## src/design/jsds_pkg.sv

```systemverilog
// Shared types, marker constants and helpers for the JPEG frame dimension scanner.
`default_nettype none

package jsds_pkg;

    localparam logic [7:0] MARK_PREFIX = 8'hFF;
    localparam logic [7:0] MARK_SOI    = 8'hD8;
    localparam logic [7:0] MARK_EOI    = 8'hD9;
    localparam logic [7:0] MARK_SOS    = 8'hDA;
    localparam logic [7:0] MARK_TEM    = 8'h01;
    localparam logic [7:0] MARK_RST0   = 8'hD0;
    localparam logic [7:0] MARK_RST7   = 8'hD7;
    localparam logic [7:0] MARK_SOF_LO = 8'hC0;
    localparam logic [7:0] MARK_SOF_HI = 8'hCF;

    localparam logic [15:0] LEN_MIN     = 16'd2;
    localparam logic [15:0] LEN_SOF_MIN = 16'd7;

    // Segment byte positions holding the frame dimensions
    localparam logic [15:0] IDX_HEIGHT_HI = 16'd3;
    localparam logic [15:0] IDX_HEIGHT_LO = 16'd4;
    localparam logic [15:0] IDX_WIDTH_HI  = 16'd5;
    localparam logic [15:0] IDX_WIDTH_LO  = 16'd6;

    localparam logic STATUS_OK   = 1'b0;
    localparam logic STATUS_FAIL = 1'b1;

    typedef enum logic [3:0] {
        PH_SOI0,
        PH_SOI1,
        PH_SCAN,
        PH_FILL,
        PH_LENHI,
        PH_LENLO,
        PH_BODY,
        PH_DONE
    } phase_t;

    typedef struct packed {
        logic [7:0] data_byte;
        logic       last_byte;
    } byte_item_t;

    typedef struct packed {
        logic        status;
        logic [15:0] width;
        logic [15:0] height;
    } result_item_t;

    // Start-of-frame markers: C0-CF except DHT (C4), JPG (C8) and DAC (CC)
    function automatic logic is_sof(input logic [7:0] m);
        logic in_range;
        in_range = (m >= MARK_SOF_LO) && (m <= MARK_SOF_HI);
        return in_range && (m[1:0] != 2'b00 || m[3:2] == 2'b00);
    endfunction

endpackage

`default_nettype wire

```

## src/design/jsds_parser.sv

```systemverilog
// Marker walker: per-byte state update and result decision for one JPEG file.
`default_nettype none

module jsds_parser
    import jsds_pkg::*;
(
    input  wire logic         clk,
    input  wire logic         rst_n,
    input  wire logic         step,
    input  wire byte_item_t   item,
    output logic              emit,
    output result_item_t      res
);

    phase_t      phase_reg, phase_next;
    logic [15:0] remaining_reg, remaining_next;
    logic [15:0] index_reg, index_next;
    logic        frame_reg, frame_next;
    logic [15:0] height_reg, height_next;
    logic [15:0] width_reg, width_next;

    logic [7:0]  b;
    logic [15:0] seg_len;
    logic        len_bad;
    logic        seg_end;
    logic        dims_ok;
    logic        dec_ok;
    logic        dec_fail;

    assign b       = item.data_byte;
    assign seg_len = {remaining_reg[15:8], b};
    assign len_bad = (seg_len < LEN_MIN) || (frame_reg && (seg_len < LEN_SOF_MIN));
    assign seg_end = (remaining_reg == 16'd1);
    assign dims_ok = (height_next != '0) && (width_next != '0);

    // Next phase and decision
    always_comb
    begin
        phase_next = phase_reg;
        dec_ok     = 1'b0;
        dec_fail   = 1'b0;
        case (phase_reg)
            PH_SOI0:
            begin
                if (b == MARK_PREFIX) phase_next = PH_SOI1;
                else                  dec_fail   = 1'b1;
            end
            PH_SOI1:
            begin
                if (b == MARK_SOI) phase_next = PH_SCAN;
                else               dec_fail   = 1'b1;
            end
            PH_SCAN:
            begin
                if (b == MARK_PREFIX) phase_next = PH_FILL;
            end
            PH_FILL:
            begin
                if (b == MARK_PREFIX)
                begin
                    phase_next = PH_FILL;
                end
                else if (b inside {MARK_EOI, MARK_SOS})
                begin
                    dec_fail = 1'b1;
                end
                else if (b inside {MARK_TEM, [MARK_RST0:MARK_RST7]})
                begin
                    phase_next = PH_SCAN;
                end
                else
                begin
                    phase_next = PH_LENHI;
                end
            end
            PH_LENHI:
            begin
                phase_next = PH_LENLO;
            end
            PH_LENLO:
            begin
                if (len_bad)                 dec_fail   = 1'b1;
                else if (seg_len == LEN_MIN) phase_next = PH_SCAN;
                else                         phase_next = PH_BODY;
            end
            PH_BODY:
            begin
                if (seg_end)
                begin
                    if (!frame_reg)   phase_next = PH_SCAN;
                    else if (dims_ok) dec_ok     = 1'b1;
                    else              dec_fail   = 1'b1;
                end
            end
            PH_DONE:
            begin
                phase_next = PH_DONE;
            end
            default:
            begin
                phase_next = PH_DONE;
            end
        endcase
        if (dec_ok || dec_fail) phase_next = PH_DONE;
    end

    // Segment bookkeeping and dimension capture
    always_comb
    begin
        remaining_next = remaining_reg;
        index_next     = index_reg;
        frame_next     = frame_reg;
        height_next    = height_reg;
        width_next     = width_reg;
        case (phase_reg)
            PH_FILL:
            begin
                if (!(b inside {MARK_PREFIX, MARK_EOI, MARK_SOS, MARK_TEM,
                                [MARK_RST0:MARK_RST7]}))
                begin
                    frame_next = is_sof(b);
                end
            end
            PH_LENHI:
            begin
                remaining_next = {b, 8'h00};
            end
            PH_LENLO:
            begin
                if (!len_bad)
                begin
                    remaining_next = seg_len - LEN_MIN;
                    index_next     = LEN_MIN;
                    height_next    = '0;
                    width_next     = '0;
                end
            end
            PH_BODY:
            begin
                if (frame_reg)
                begin
                    if (index_reg == IDX_HEIGHT_HI)     height_next[15:8] = b;
                    else if (index_reg == IDX_HEIGHT_LO) height_next[7:0] = b;
                    else if (index_reg == IDX_WIDTH_HI)  width_next[15:8] = b;
                    else if (index_reg == IDX_WIDTH_LO)  width_next[7:0]  = b;
                end
                index_next     = index_reg + 16'd1;
                remaining_next = remaining_reg - 16'd1;
            end
            default:
            begin
                remaining_next = remaining_reg;
            end
        endcase
    end

    // One result per file: on the deciding byte, or a failure on the flagged byte
    always_comb
    begin
        emit = step && (phase_reg != PH_DONE) && (dec_ok || dec_fail || item.last_byte);
        if (dec_ok)
        begin
            res.status = STATUS_OK;
            res.width  = width_next;
            res.height = height_next;
        end
        else
        begin
            res.status = STATUS_FAIL;
            res.width  = '0;
            res.height = '0;
        end
    end

    always_ff @(posedge clk or negedge rst_n)
    begin
        if (!rst_n)
        begin
            phase_reg     <= PH_SOI0;
            remaining_reg <= '0;
            index_reg     <= '0;
            frame_reg     <= 1'b0;
            height_reg    <= '0;
            width_reg     <= '0;
        end
        else if (step)
        begin
            if (item.last_byte)
            begin
                // start the next file from scratch
                phase_reg     <= PH_SOI0;
                remaining_reg <= '0;
                index_reg     <= '0;
                frame_reg     <= 1'b0;
                height_reg    <= '0;
                width_reg     <= '0;
            end
            else
            begin
                phase_reg     <= phase_next;
                remaining_reg <= remaining_next;
                index_reg     <= index_next;
                frame_reg     <= frame_next;
                height_reg    <= height_next;
                width_reg     <= width_next;
            end
        end
    end

endmodule

`default_nettype wire

```

## src/design/jpeg_sof_dimension_scanner.sv

```systemverilog
// Top level: input register, marker walker and result register.
// Result path: a byte's transfer loads the input register; its result loads the result register when the byte advances.
// Throughput: one byte per cycle; result stalls backpressure.
// A byte is taken while a finished result waits only if the input register is empty.
// Reset: rst_n clears the parser to expect a new file and empties both registers.
`default_nettype none

module jpeg_sof_dimension_scanner
    import jsds_pkg::*;
(
    input  wire logic         clk,
    input  wire logic         rst_n,
    input  wire logic         data_valid,
    output logic              data_ready,
    input  wire byte_item_t   data,
    output logic              result_valid,
    input  wire logic         result_ready,
    output result_item_t      result
);

    logic         hold_valid_reg, hold_valid_next;
    byte_item_t   hold_reg;
    logic         res_valid_reg, res_valid_next;
    result_item_t res_reg;

    logic         advance;
    logic         emit;
    result_item_t res;

    // Advance the held byte when the result slot is free or draining this cycle
    assign advance    = hold_valid_reg && (!res_valid_reg || result_ready);
    assign data_ready = !hold_valid_reg || advance;

    jsds_parser u_parser (
        .clk   (clk),
        .rst_n (rst_n),
        .step  (advance),
        .item  (hold_reg),
        .emit  (emit),
        .res   (res)
    );

    always_comb
    begin
        hold_valid_next = hold_valid_reg;
        if (data_valid && data_ready) hold_valid_next = 1'b1;
        else if (advance)             hold_valid_next = 1'b0;

        res_valid_next = res_valid_reg;
        if (advance && emit)              res_valid_next = 1'b1;
        else if (res_valid_reg && result_ready) res_valid_next = 1'b0;
    end

    always_ff @(posedge clk or negedge rst_n)
    begin
        if (!rst_n)
        begin
            hold_valid_reg <= 1'b0;
            res_valid_reg  <= 1'b0;
        end
        else
        begin
            hold_valid_reg <= hold_valid_next;
            res_valid_reg  <= res_valid_next;
        end
    end

    always_ff @(posedge clk)
    begin
        if (data_valid && data_ready) hold_reg <= data;
        if (advance && emit)          res_reg  <= res;
    end

    assign result_valid = res_valid_reg;
    assign result       = res_reg;

endmodule

`default_nettype wire
```

## config.mk

```make
export PLATFORM = sky130hd
export DESIGN_NAME = jpeg_sof_dimension_scanner
export DESIGN_NICKNAME = d
export VERILOG_FILES = /design/src/design/jsds_pkg.sv /design/src/design/jsds_parser.sv /design/src/design/jpeg_sof_dimension_scanner.sv
export SDC_FILE = /design/constraint.sdc
export NUM_CORES = 1
export LEC_CHECK = 0
export BUFFER_PORTS_ARGS = -buffer_cell sky130_fd_sc_hd__buf_2
export CAP_MARGIN = 20
export CORE_UTILIZATION = 42
export DETAILED_ROUTE_END_ITERATION = 10
export PLACE_DENSITY_LB_ADDON = 0.25
export SLEW_MARGIN = 20
export SYNTH_ARGS = -nofsm -noshare
export SYNTH_HDL_FRONTEND = slang
export SYNTH_HIERARCHICAL = 1
export SYNTH_SLANG_ARGS = --single-unit
```

## constraint.sdc

```tcl
create_clock -name clk -period 7.2 [get_ports clk]
set_clock_uncertainty 0.2 [all_clocks]
set_input_delay 0.36 -clock clk [delete_from_list [all_inputs] [get_ports clk]]
set_output_delay 0.36 -clock clk [all_outputs]
set_load 0.02 [all_outputs]
```

======== Word level (Yosys, flattened, before mapping) ========
Index checks and enable logic that the tools add are counted.
word-level totals
  flip-flop bits (word level) ............. 113
  input bits .............................. 13
cells by class
  add/sub/neg operators ................... 3
  $lt $le $gt $ge ......................... 6
  equal/unequal tests ..................... 27
  mux-type cells .......................... 56
  reductions and logical operators ........ 36
operator list
  cell                   number
  $mux 16                12
  $pmux 16 s2            3
  $eq 16x3->1 const B    3
  $mux 8                 6
  $pmux 16 s3            1
  $mux 4                 10
  $mux 33                1
  $eq 16x2->1 const B    2
  $eq 8x8->1 const B     4
  $reduce_bool 16->1     2
  $pmux 4 s7             1
  $mux 1                 19
  $add 16x1->16 const B  1
  $eq 16x1->1 const B    1
  $ge 8x8->1 const B     2
  $le 8x8->1 const B     2
  $lt 16x2->1 const B    1
  $lt 16x3->1 const B    1
  $ne 4x2->1 const B     4
  $sub 16x1->16 const B  1
  $sub 16x2->16 const B  1
  $eq 4x3->1 const B     3
  $reduce_bool 2->1      6
  $logic_and 1x1->1      11
  19 further kinds       30

======== Logic depth before layout (Yosys ltp) ========
Gate-level depths: netlist of run 1.
  depth in word-level cells ............... 18
  depth in mapped cells ................... 10
  gate-level depth less buffers ........... 8

======== By module ========
Netlist of run 1, hierarchy kept.
by module, submodules not included
  module                      instances  cells an instance  area an instance (sq um)  sequential area each (sq um)
  jsds_parser                 1          578                4830.9                    1701.6
  jpeg_sof_dimension_scanner  1          52                 1372.6                    1311.3

======== Worst setup path after synthesis of run 1 ========
Ideal clock, no wire load.
  path type ............................... flip-flop to flip-flop
  from .................................... register u_parser.remaining_reg[10]
  to ...................................... register res_reg, in the netlist result[0] (enable)
  setup time .............................. 427 ps
  arrival time ............................ 3204 ps
  required time ........................... 6573 ps
  slack ................................... 3369 ps
  stages on the path, launching flop included .. 10
  path buffers ............................ 2
  period minus slack after synthesis ...... 3831 ps
  path through ............................ dfrtp_1 > clkbuf_1 > nor4_2 > and4_1 > clkbuf_1 > and2_1 > nor4_1 > a21oi_1 > nand2_1 > nor2b_1
on the way
  word-level cells in the longest chain between the ends .. 15
RTL lines
  item                                  line                              RTL
  start: declaration                    jsds_parser.sv:16                 logic [15:0] remaining_reg, remaining_next;
  start signal: assignment              jsds_parser.sv:201                remaining_reg <= remaining_next;
  $lt 16x3->1                           jsds_parser.sv:32                 assign len_bad = (seg_len < LEN_MIN) || (frame_reg && (seg_len < LEN_SOF_MIN));
  $logic_and 1x1->1                     jsds_parser.sv:32
  $logic_or 1x1->1                      jsds_parser.sv:32
  $mux 16                               jsds_parser.sv:130                if (!len_bad)
  $pmux 16 s2                           jsds_parser.sv:115                case (phase_reg)
  $reduce_bool 16->1                    jsds_parser.sv:34                 assign dims_ok = (height_next != '0) && (width_next != '0);
  $logic_and 1x1->1                     jsds_parser.sv:34
  $mux 1                                jsds_parser.sv:91                 else if (dims_ok) dec_ok = 1'b1;
  $mux 1                                jsds_parser.sv:90                 if (!frame_reg) phase_next = PH_SCAN;
  $mux 1                                jsds_parser.sv:88                 if (seg_end)
  $pmux 1 s5 or $mux 1 (tied branches)  jsds_parser.sv:42                 case (phase_reg)
  $logic_or 1x1->1 (*) (2 in a row)     jsds_parser.sv:160                emit = step && (phase_reg != PH_DONE) && (dec_ok || dec_fail || item.last_byte);
  $logic_and 1x1->1 (*)                 jsds_parser.sv:160
  net emit                              jpeg_sof_dimension_scanner.sv:27  logic emit;
  $logic_and 1x1->1 (*)                 jpeg_sof_dimension_scanner.sv:71  if (advance && emit) res_reg <= res;
  end signal: assignment                jpeg_sof_dimension_scanner.sv:71
  end: declaration                      jpeg_sof_dimension_scanner.sv:24  result_item_t res_reg;
The timed path passes the listed nets; every way through them passes the cells marked *.
A chain may end at the register's enable or synchronous reset.

======== Worst setup path in the final report of run 1 ========
  from .................................... register hold_reg[2] in the netlist's numbering
  to ...................................... register res_reg, in the netlist result[28] (enable)
on the way
  word-level cells in the longest chain between the ends .. 16
RTL lines
  item                                                  line                              RTL
  start: declaration                                    jpeg_sof_dimension_scanner.sv:22  byte_item_t hold_reg;
  start signal: assignment                              jpeg_sof_dimension_scanner.sv:70  if (data_valid && data_ready) hold_reg <= data;
  branches (longest 12 deep; another with $lt 16x3->1)  --
  $logic_or 1x1->1 (*) (2 in a row)                     jsds_parser.sv:160
  $logic_and 1x1->1 (*)                                 jsds_parser.sv:160
  net emit                                              jpeg_sof_dimension_scanner.sv:27
  $logic_and 1x1->1 (*)                                 jpeg_sof_dimension_scanner.sv:71
Mark *: on every way through the listed nets, which the timed path passes.

==> metrics.txt, run 1 <==
proportion of layout cells with a drive suffix above 1=0.134; final count of negative-setup-slack endpoints=0; static leakage=0.00270 uW; Max Buffers Root-to-Sink=2; Via-to-Cell Ratio=6.28; post-synthesis sequential area ratio=0.486; Root Driver=sky130_fd_sc_hd__clkbuf_16; number of enable-type register cells in the synthesized netlist=42; Worst setup SP type=flop; highest attainable clock frequency=270 MHz; worst-path maximum fanout=33; final routed DRC violation total=0; fill cell count=1363; total count of hold-check failures in the final report=0; Largest register FFs=33; final HPWL from detailed placement=10600 um; area added between synthesis and finish=11.5%; clock tree from TritonCTS=built; final count of pins violating max slew=0; most frequent cells after synthesis=70 x sky130_fd_sc_hd__dfrtp_1, 64 x sky130_fd_sc_hd__nor2_1, 54 x sky130_fd_sc_hd__o21ai_0; number of standard-cell rows in the floorplan=44; type of the most critical hold path=in2async; number of antenna violations at the first check in global routing=0; CTS Buf Count=9; number of warning messages in the yosys log=6; pin count of the biggest net entering global routing=71; post-synthesis net count=651; delay of the slowest cell on the worst path=0.80 ns; diode insertion count for antenna repair=0; Avg Synthesized Cell Area=9.85 sq um; largest vdd supply drop=0.208 mV; final estimated routing congestion in global placement=0.902; measured slew at the worst slew-check pin=1.02 ns; category of the most critical setup path=reg2reg; final standard cell utilization of the core=0.478; top post-synthesis cells by area=sky130_fd_sc_hd__dfrtp_1 28%, sky130_fd_sc_hd__edfxtp_1 20%, sky130_fd_sc_hd__a22o_1 4.4%; total power density per cell area=283 mW/mm^2; GRT Resource Usage Total=0.228; number of max-cap violations=0; Worst-path clk slew=0.07 ns; most used flip-flop cell after synthesis=sky130_fd_sc_hd__dfrtp_1; Worst Setup End Kind=flop; outcome=finished, final reports clean; number of top-level design ports=48; Total Die Area=0.0153 sq mm; latest clock arrival within the worst-skew pair=0.36 ns; H-tree level count=3; Data required, critical path=7.07 ns; horizontal extent of the die=124 um; global-route wire length before repair=26500 um; Cell Count, Final, Fillers Out=847; final clock period utilization by the worst path=0.514; count of cell types in the netlist=66; fraction of registers with async set or reset after synthesis=0.625; TritonCTS Sinks=112; iteration count of the initial detailed-routing pass=5; critical path cell sequence=or4b_2, o22ai_1, a211oi_1, nor4_1, a21oi_1, nand2_1, nor2b_2, buf_4; post-synthesis cell type with the largest combined area=sky130_fd_sc_hd__dfrtp_1; Core Footprint=0.0145 sq mm; most common cell in the netlist=sky130_fd_sc_hd__dfrtp_1; initial core utilization=0.428; nets@finish=679; post-placement cell count=821; 1st-iter DRT viols=495; average wire length per cell after detail routing=19.4 um; detailed-route wire length=16400 um; post-route setup TNS=0 ns; number of global-route vias before repair=5064; die height=124 um; Vias=5320; number of synthesized register bits=112; Post-CTS Setup Repair Bufs=0; number of instances resized during post-cts repair=0; setup repair after global routing missed its margin=false; Syn Inst Count=630; worst slew slack as a fraction of its limit=0.321; quantity of I/O buffers inserted on ports=47; arrival time reported for the critical path endpoint=3.57 ns; final global-route overflow total=0; clock period minus final worst setup slack=3.70 ns; Hold Buf Count CTS=10; number of nets still failing antenna checks after routing=0; worst-path cell with the longest stage delay=sky130_fd_sc_hd__edfxtp_1; post-synth top area share=0.282; cell area after synthesis=0.00620 sq mm
## cell families (layout without fill, tap and decap cells)
kind of cell | count (synthesis) | count (layout) | synth area share
AND/OR/NAND/NOR | 226 | 226 | 0.198
AO/OA/AOI/OAI | 214 | 214 | 0.239
flip-flops | 112 | 112 | 0.486
buffers and inverters | 55 | 88 | 0.0389
XOR/XNOR | 11 | 11 | 0.0155
adder cells (fa/ha/maj) | 8 | 8 | 0.0161
multiplexers | 4 | 4 | 0.00666
## critical path: cells and delay by family (launching register included)
family | cells | cell delay, ns
AOI/OAI and AO/OA | 3 | 0.48
and+or+nand+nor | 4 | 1.65
DFF | 1 | 0.80
buffers and inverters | 1 | 0.26
## layout make-up
type / count / area, sq um / area share
clock buffers: 9 / 225 / 0.0326
well taps: 184 / 230 / 0.0333
repair buffers: 61 / 365 / 0.0528
multi-input cells: 463 / 2950 / 0.427
inverters: 11 / 41.3 / 0.00597
flip-flops and latches: 112 / 3010 / 0.436
clock inverters: 7 / 90.1 / 0.0130
## metal layers
metal,share of wire,global-route usage,vias up
met1,0.45,0.308,2639
met3,0.066,0.0443,23
met2,0.47,0.360,216
met5,0,0,-
li1,-,-,2442
met4,0.016,0.0911,0
## path summary, 6_finish.rpt
path / from / end / slack, ns / depth (start not counted)
setup / recovery: hold_reg[2] / result[28] / 3.50 / 8
setup reg to reg: hold_reg[2] / result[28] / 3.50 / 8
hold reg to reg: u_parser/index_reg[15] / u_parser/index_reg[15] / 0.29 / 1
min in group clk: result_ready / hold_valid_reg / 0.10 / 3
max in group asynchronous: rst_n / u_parser/remaining_reg[12] / 6.19 / 2
hold / removal: rst_n / result_valid / 0.01 / 2
## layout by cell type (no fill, tap or decap), drive strengths merged, types with 4 or more instances in the layout
cell,count
nand2,50
a21oi,20
a21o,6
edfxtp,42
ha,8
a31oi,5
and2,10
o22ai,5
nor2,64
or4,7
nor2b,7
dfrtp,70
clkbuf,9
nor3,18
and3,9
a21bo,4
nor4,15
a22o,31
buf,51
o22a,5
o21ai,60
and4,4
dlygate4sd3,10
nand2b,6
inv,14
a22oi,33
a211oi,21
xnor2,6
or4b,4
xor2,5
nand4,8
o31ai,4
nand3,7
## where the power goes
group	internal (uW)	switching, uW
sequential	739	113
clock	278	250
combinational	201	377
## stage by stage
step	total power (uW)	setup WS (ns)	hold slack (ns)	instance area (sq um)
floorplan	1260	3.37	-0.136	6200
global placement	1410	3.67	0.281	6500
detailed placement	1420	3.58	0.285	6500
CTS	1960	3.58	0.0497	6920
global route	2060	3.31	0.0836	6920
finish	1960	3.50	0.0139	6920
Note: power is estimated with default switching activity, not from simulation.
==> run 2, diff against run 1 <==
==> constraint.sdc (replaced) <==
create_clock -name clk -period 3.27 [get_ports clk]
set_clock_uncertainty 0.2 [all_clocks]
set_input_delay 0.1635 -clock clk [delete_from_list [all_inputs] [get_ports clk]]
set_output_delay 0.1635 -clock clk [all_outputs]
set_load 0.02 [all_outputs]
==> run 2 against run 1 <==
  * Count of clock-buffer cells in the layout rose by 1
  * Critical path type unchanged
  * Cell count rose by 5.4%
  * Critical path depth rose by 1
  * Sequential share of layout area fell by 2.6 points
  * Sequential cell count did not move
  * Cell area rose by 6.3%
  * Setup slack got worse by 3.4 ns
  * Non-clock buffer count rose by 46
  * Critical endpoint is now result[8]
  * Wire length rose by 5.6%
  * Combinational power rose to 2.5 times the previous value
  * First-iteration DRC count fell by 4.0%
  * Die area did not move
==> metrics.txt, run 2 (synthesis results as in run 1) <==
Vias=5557; minimum setup slack among reg-to-reg paths=0.11 ns; endpoint of the worst hold path=hold_reg[5]; TritonCTS Sinks=112; final count of pins violating max slew=0; number of standard-cell rows in the floorplan=44; worst slew slack as a fraction of its limit=0.372; Setup WS pre-CTS=0.107 ns; final clock period utilization by the worst path=0.968; average wire length per cell after detail routing=19.4 um; detailed-route wire length=17400 um; delay of the slowest cell on the worst path=0.56 ns; Power Total=4460 uW; H-tree level count=3; number of top-level design ports=48; arrival time reported for the critical path endpoint=3.08 ns; final estimated routing congestion in global placement=0.905; CTS Buf Count=9; initial core utilization=0.428; Worst Setup End Kind=flop; final standard cell utilization of the core=0.508; clock period minus final worst setup slack=3.16 ns; outcome=finished, final reports clean; global-route wire length before repair=27400 um; area of combinational cells with multiple inputs=0.00299 sq mm; worst-path cell with the longest stage delay=sky130_fd_sc_hd__or4b_4; number of nets still failing antenna checks after routing=0; Total Die Area=0.0153 sq mm; proportion of layout cells with a drive suffix above 1=0.197; number of global-route vias before repair=5253; worst hold path stage count=2; number of max-cap violations=0; Root Driver=sky130_fd_sc_hd__clkbuf_16; final count of negative-setup-slack endpoints=0; Worst-path clk slew=0.08 ns; die height=124 um; total power density per cell area=607 mW/mm^2; register area=0.00301 sq mm; diode insertion count for antenna repair=0; clock tree from TritonCTS=built; total count of hold-check failures in the final report=0; worst r2r src=u_parser/index_reg[0]; final HPWL from detailed placement=11500 um; measured slew at the worst slew-check pin=0.942 ns; horizontal extent of the die=124 um; Via-to-Cell Ratio=6.22; GRT Resource Usage Total=0.236; Max Buffers Root-to-Sink=2; quantity of I/O buffers inserted on ports=47; worst r2r path cells=9; latest clock arrival within the worst-skew pair=0.36 ns; post-route setup TNS=0 ns; launch point of the worst hold path=data[5]; worst-path maximum fanout=9; fill cell count=1307; nets@finish=725; pin count of the biggest net entering global routing=71; static leakage=0.00296 uW; Largest register FFs=33; number of antenna violations at the first check in global routing=0; category of the most critical setup path=reg2reg; RR Endpoint=result[8]; 1st-iter DRT viols=475; final routed DRC violation total=0; Core Footprint=0.0145 sq mm; final global-route overflow total=0; highest attainable clock frequency=316 MHz; critical path cell sequence=inv_1, ha_1, or4b_4, nor4_4, a21oi_1, o21ai_0, and4_4, buf_8, a211oi_1; Worst setup SP type=flop; worst path setup slack after routing=0.106 ns; area added between synthesis and finish=18.5%; largest vdd supply drop=0.352 mV; most common library cell in the layout ignoring fill and taps=sky130_fd_sc_hd__dfrtp_1; type of the most critical hold path=in2reg; Data required, critical path=3.18 ns; highest-count cells in the layout ignoring fill and taps=70 x sky130_fd_sc_hd__dfrtp_1, 64 x sky130_fd_sc_hd__nor2_1, 53 x sky130_fd_sc_hd__o21ai_0; iteration count of the initial detailed-routing pass=5
[run 2: cell types whose count changed in the layout (fill, tap and decap cells not counted), sizes merged]
cell / change
clkbuf: +2
dlygate4sd3: +3
clkinvlp: -2
clkinv: +3
buf: +42
inv: -2
[run 2: critical path: cells and delay by family, from the launching register on]
| kind | cells | cell delay [ns] |
|---|---|---|
| fa+ha+maj | 1 | 0.23 |
| compound gates | 3 | 0.57 |
| simple gates | 3 | 1.25 |
| buf+inv | 2 | 0.23 |
| flops | 1 | 0.42 |
[run 2: cell type report]
class | instances | share of cell area
flip-flops and latches | 112 | 0.410
multi-input cells | 463 | 0.406
repair buffers | 107 | 0.104
clock buffers | 10 | 0.0325
well taps | 184 | 0.0313
clock inverters | 6 | 0.0106
inverters | 11 | 0.00562
[run 2: routing by layer]
metal,global-route usage,up-vias,wire length [um]
li1,-,2541,-
met1,0.319,2725,7600
met2,0.374,256,8230
met3,0.0466,35,1140
met4,0.0851,0,391
met5,0,-,0
[run 2: timing repair]
item / in CTS / in global routing
setup endpoints to repair: 0 / 33
resized for setup: 0 / 18
hold buffers: 13 / 0
endpoints found under the hold margin: 81 / 0
buffers inserted: 0 / 3
[run 2: worst max-delay path by stage]
stage,start,end
after floorplan,u_parser/remaining_reg[10],result[0]
after global placement,u_parser/index_reg[0],result[25]
after detailed placement,u_parser/index_reg[0],result[23]
after CTS,u_parser/index_reg[0],result[10]
after global routing,u_parser/index_reg[0],result[11]
final,u_parser/index_reg[0],result[8]
[run 2: where the power goes]
group          leakage (uW)  switching (uW)  internal, uW
sequential          0.00136             209          1630
clock              0.000156             539           626
combinational       0.00145             914           546
[run 2: through the flow]
step | hold WS, ns | instances | cell area, sq um
after floorplan | -0.332 | 630 | 6210
after global placement | 0.141 | 859 | 6800
after detailed placement | 0.142 | 859 | 6800
after CTS | 0.291 | 888 | 7250
after global routing | 0.308 | 893 | 7350
final | 0.303 | 893 | 7350
==> run 3, diff against run 2 <==
--- a/config.mk
+++ b/config.mk
@@ -7,7 +7,9 @@
 export LEC_CHECK = 0
 export BUFFER_PORTS_ARGS = -buffer_cell sky130_fd_sc_hd__buf_2
 export CAP_MARGIN = 20
-export CORE_UTILIZATION = 42
+export CELL_PAD_IN_SITES_DETAIL_PLACEMENT = 1
+export CELL_PAD_IN_SITES_GLOBAL_PLACEMENT = 2
+export CORE_UTILIZATION = 39
 export DETAILED_ROUTE_END_ITERATION = 10
 export PLACE_DENSITY_LB_ADDON = 0.25
 export SLEW_MARGIN = 20
==> constraint.sdc (replaced) <==
create_clock -name clk -period 3.3 [get_ports clk]
set_clock_uncertainty 0.2 [all_clocks]
set_input_delay 0.165 -clock clk [delete_from_list [all_inputs] [get_ports clk]]
set_output_delay 0.165 -clock clk [all_outputs]
set_load 0.02 [all_outputs]
==> run 3 against run 2 <==
  * Combinational power barely moved
  * Via count decreased by 2.4%
  * Count of clock-buffer cells in the layout down 1
  * Maximum frequency is 0.91% lower
  * Non-clock buffer count shrank 6
  * First-iteration DRC count fell by 41%
  * Register-to-register slack barely moved
  * Critical endpoint is now result[0]
  * Critical path depth grew 1
  * Hold slack got worse by 0.012 ns
  * Power is 0.40% higher
  * Sequential share of layout area up 0.28 points
==> metrics.txt, run 3 (synthesis results as in run 1) <==
detailed-route wire length=18700 um; worst slew slack as a fraction of its limit=0.363; number of global-route vias before repair=5669; static leakage=0.00291 uW; Power Total=4480 uW; arrival time reported for the critical path endpoint=3.18 ns; die height=128 um; number of top-level design ports=48; worst path setup slack after routing=0.107 ns; pin count of the biggest net entering global routing=71; category of the most critical setup path=reg2reg; Max Buffers Root-to-Sink=2; final global-route overflow total=0; worst-path maximum fanout=17; 1st-iter DRT viols=282; worst hold path stage count=1; iteration count of the initial detailed-routing pass=4; most common library cell in the layout ignoring fill and taps=sky130_fd_sc_hd__dfrtp_1; average wire length per cell after detail routing=20.4 um; final HPWL from detailed placement=13100 um; initial core utilization=0.404; delay of the slowest cell on the worst path=0.72 ns; Root Driver=sky130_fd_sc_hd__clkbuf_16; quantity of I/O buffers inserted on ports=47; Via-to-Cell Ratio=5.94; CTS Buf Count=9; nets@finish=719; number of antenna violations at the first check in global routing=0; largest vdd supply drop=0.259 mV; GRT Resource Usage Total=0.238; Worst-path clk slew=0.08 ns; H-tree level count=3; total count of hold-check failures in the final report=0; area added between synthesis and finish=17.7%; Data required, critical path=3.28 ns; clock period minus final worst setup slack=3.19 ns; Core Footprint=0.0154 sq mm; final count of pins violating max slew=0; critical path cell sequence=inv_1, ha_1, or4b_2, nor4_4, buf_4, and2_4, mux2i_2, a211oi_4, buf_4, a211oi_1; Worst Setup End Kind=flop; worst-path cell with the longest stage delay=sky130_fd_sc_hd__or4b_2; total power density per cell area=613 mW/mm^2; latest clock arrival within the worst-skew pair=0.36 ns; number of nets still failing antenna checks after routing=0; worst hold slack across all endpoints=0.291 ns; global-route wire length before repair=30000 um; number of standard-cell rows in the floorplan=45; highest attainable clock frequency=313 MHz; highest-count cells in the layout ignoring fill and taps=69 x sky130_fd_sc_hd__dfrtp_1, 64 x sky130_fd_sc_hd__nor2_1, 53 x sky130_fd_sc_hd__o21ai_0; number of max-cap violations=0; Largest register FFs=33; Setup WS pre-CTS=0.0704 ns; clock tree from TritonCTS=built; crit-path most repeated cell=sky130_fd_sc_hd__buf_4; worst r2r path cells=10; final routed DRC violation total=0; diode insertion count for antenna repair=0; final estimated routing congestion in global placement=0.833; outcome=finished, final reports clean; TritonCTS Sinks=112; final count of negative-setup-slack endpoints=0; Vias=5426; final clock period utilization by the worst path=0.968; type of the most critical hold path=reg2reg; Worst setup SP type=flop; horizontal extent of the die=128 um; measured slew at the worst slew-check pin=0.955 ns; Total Die Area=0.0164 sq mm; proportion of layout cells with a drive suffix above 1=0.185
[run 3: cell types whose count changed in the layout (fill, tap and decap cells not counted), sizes merged]
cell and change:
buf -5, clkbuf -2, clkinv -2, inv +3
[run 3: what timing repair did]
item | in CTS | in global routing
setup buffers | 0 | 2
hold buffers | 13 | 0
hold endpoints to repair | 81 | 0
gates resized for setup | 0 | 6
endpoints found under the setup margin | 0 | 17
[run 3: metrics by stage]
step	util	TNS (ns)	cells	area [sq um]
CTS	0.473	0	912	7270
floorplan	-	0	630	6210
finish	0.475	0	914	7300
detailed placement	0.444	0	883	6820
global route	0.475	-0.0262	914	7300
global placement	0.444	0	883	6820
[run 3: routing by layer]
metal  routed length (um)  track usage  up-vias
met2                 9250        0.406      114
met4                  457       0.0976        0
met3                  665       0.0338       27
met5                    0            0        -
met1                 8280        0.302     2754
li1                     -            -     2531
[run 3: cell type report]
| type | count | area (sq um) |
|---|---|---|
| Fill cell | 1741 | 8070 |
| Tap cell | 211 | 264 |
| Clock buffer | 9 | 225 |
| Inverter | 11 | 41.3 |
| Sequential cell | 112 | 3010 |
| Multi-Input combinational cell | 463 | 2970 |
| Timing Repair Buffer | 101 | 698 |
| Clock inverter | 7 | 95.1 |
[run 3: final timing paths]
check	from	endpoint	slack (ns)
worst max-delay path	u_parser/index_reg[1]	result[0]	0.11
worst min-delay path	u_parser/index_reg[15]	u_parser/index_reg[15]	0.29
worst max register to register	u_parser/index_reg[1]	result[0]	0.11
worst min register to register	u_parser/index_reg[15]	u_parser/index_reg[15]	0.29
max in group asynchronous	rst_n	u_parser/index_reg[0]	1.87
min in group asynchronous	rst_n	u_parser/remaining_reg[1]	0.38
[run 3: power by group]
group          leakage [uW]  switching [uW]  total, uW  internal [uW]
clock network      0.000157             564       1180            614
registers           0.00135             226       1840           1610
logic               0.00140             919       1460            543
[run 3: critical path: cells and delay by family (launching register included)]
kind                       cells  cell delay, ns
AOI/OAI and AO/OA              2            0.32
buffers and inverters          3            0.48
DFF                            1            0.41
muxes                          1            0.27
and+or+nand+nor                3            1.11
adders and majority gates      1            0.22
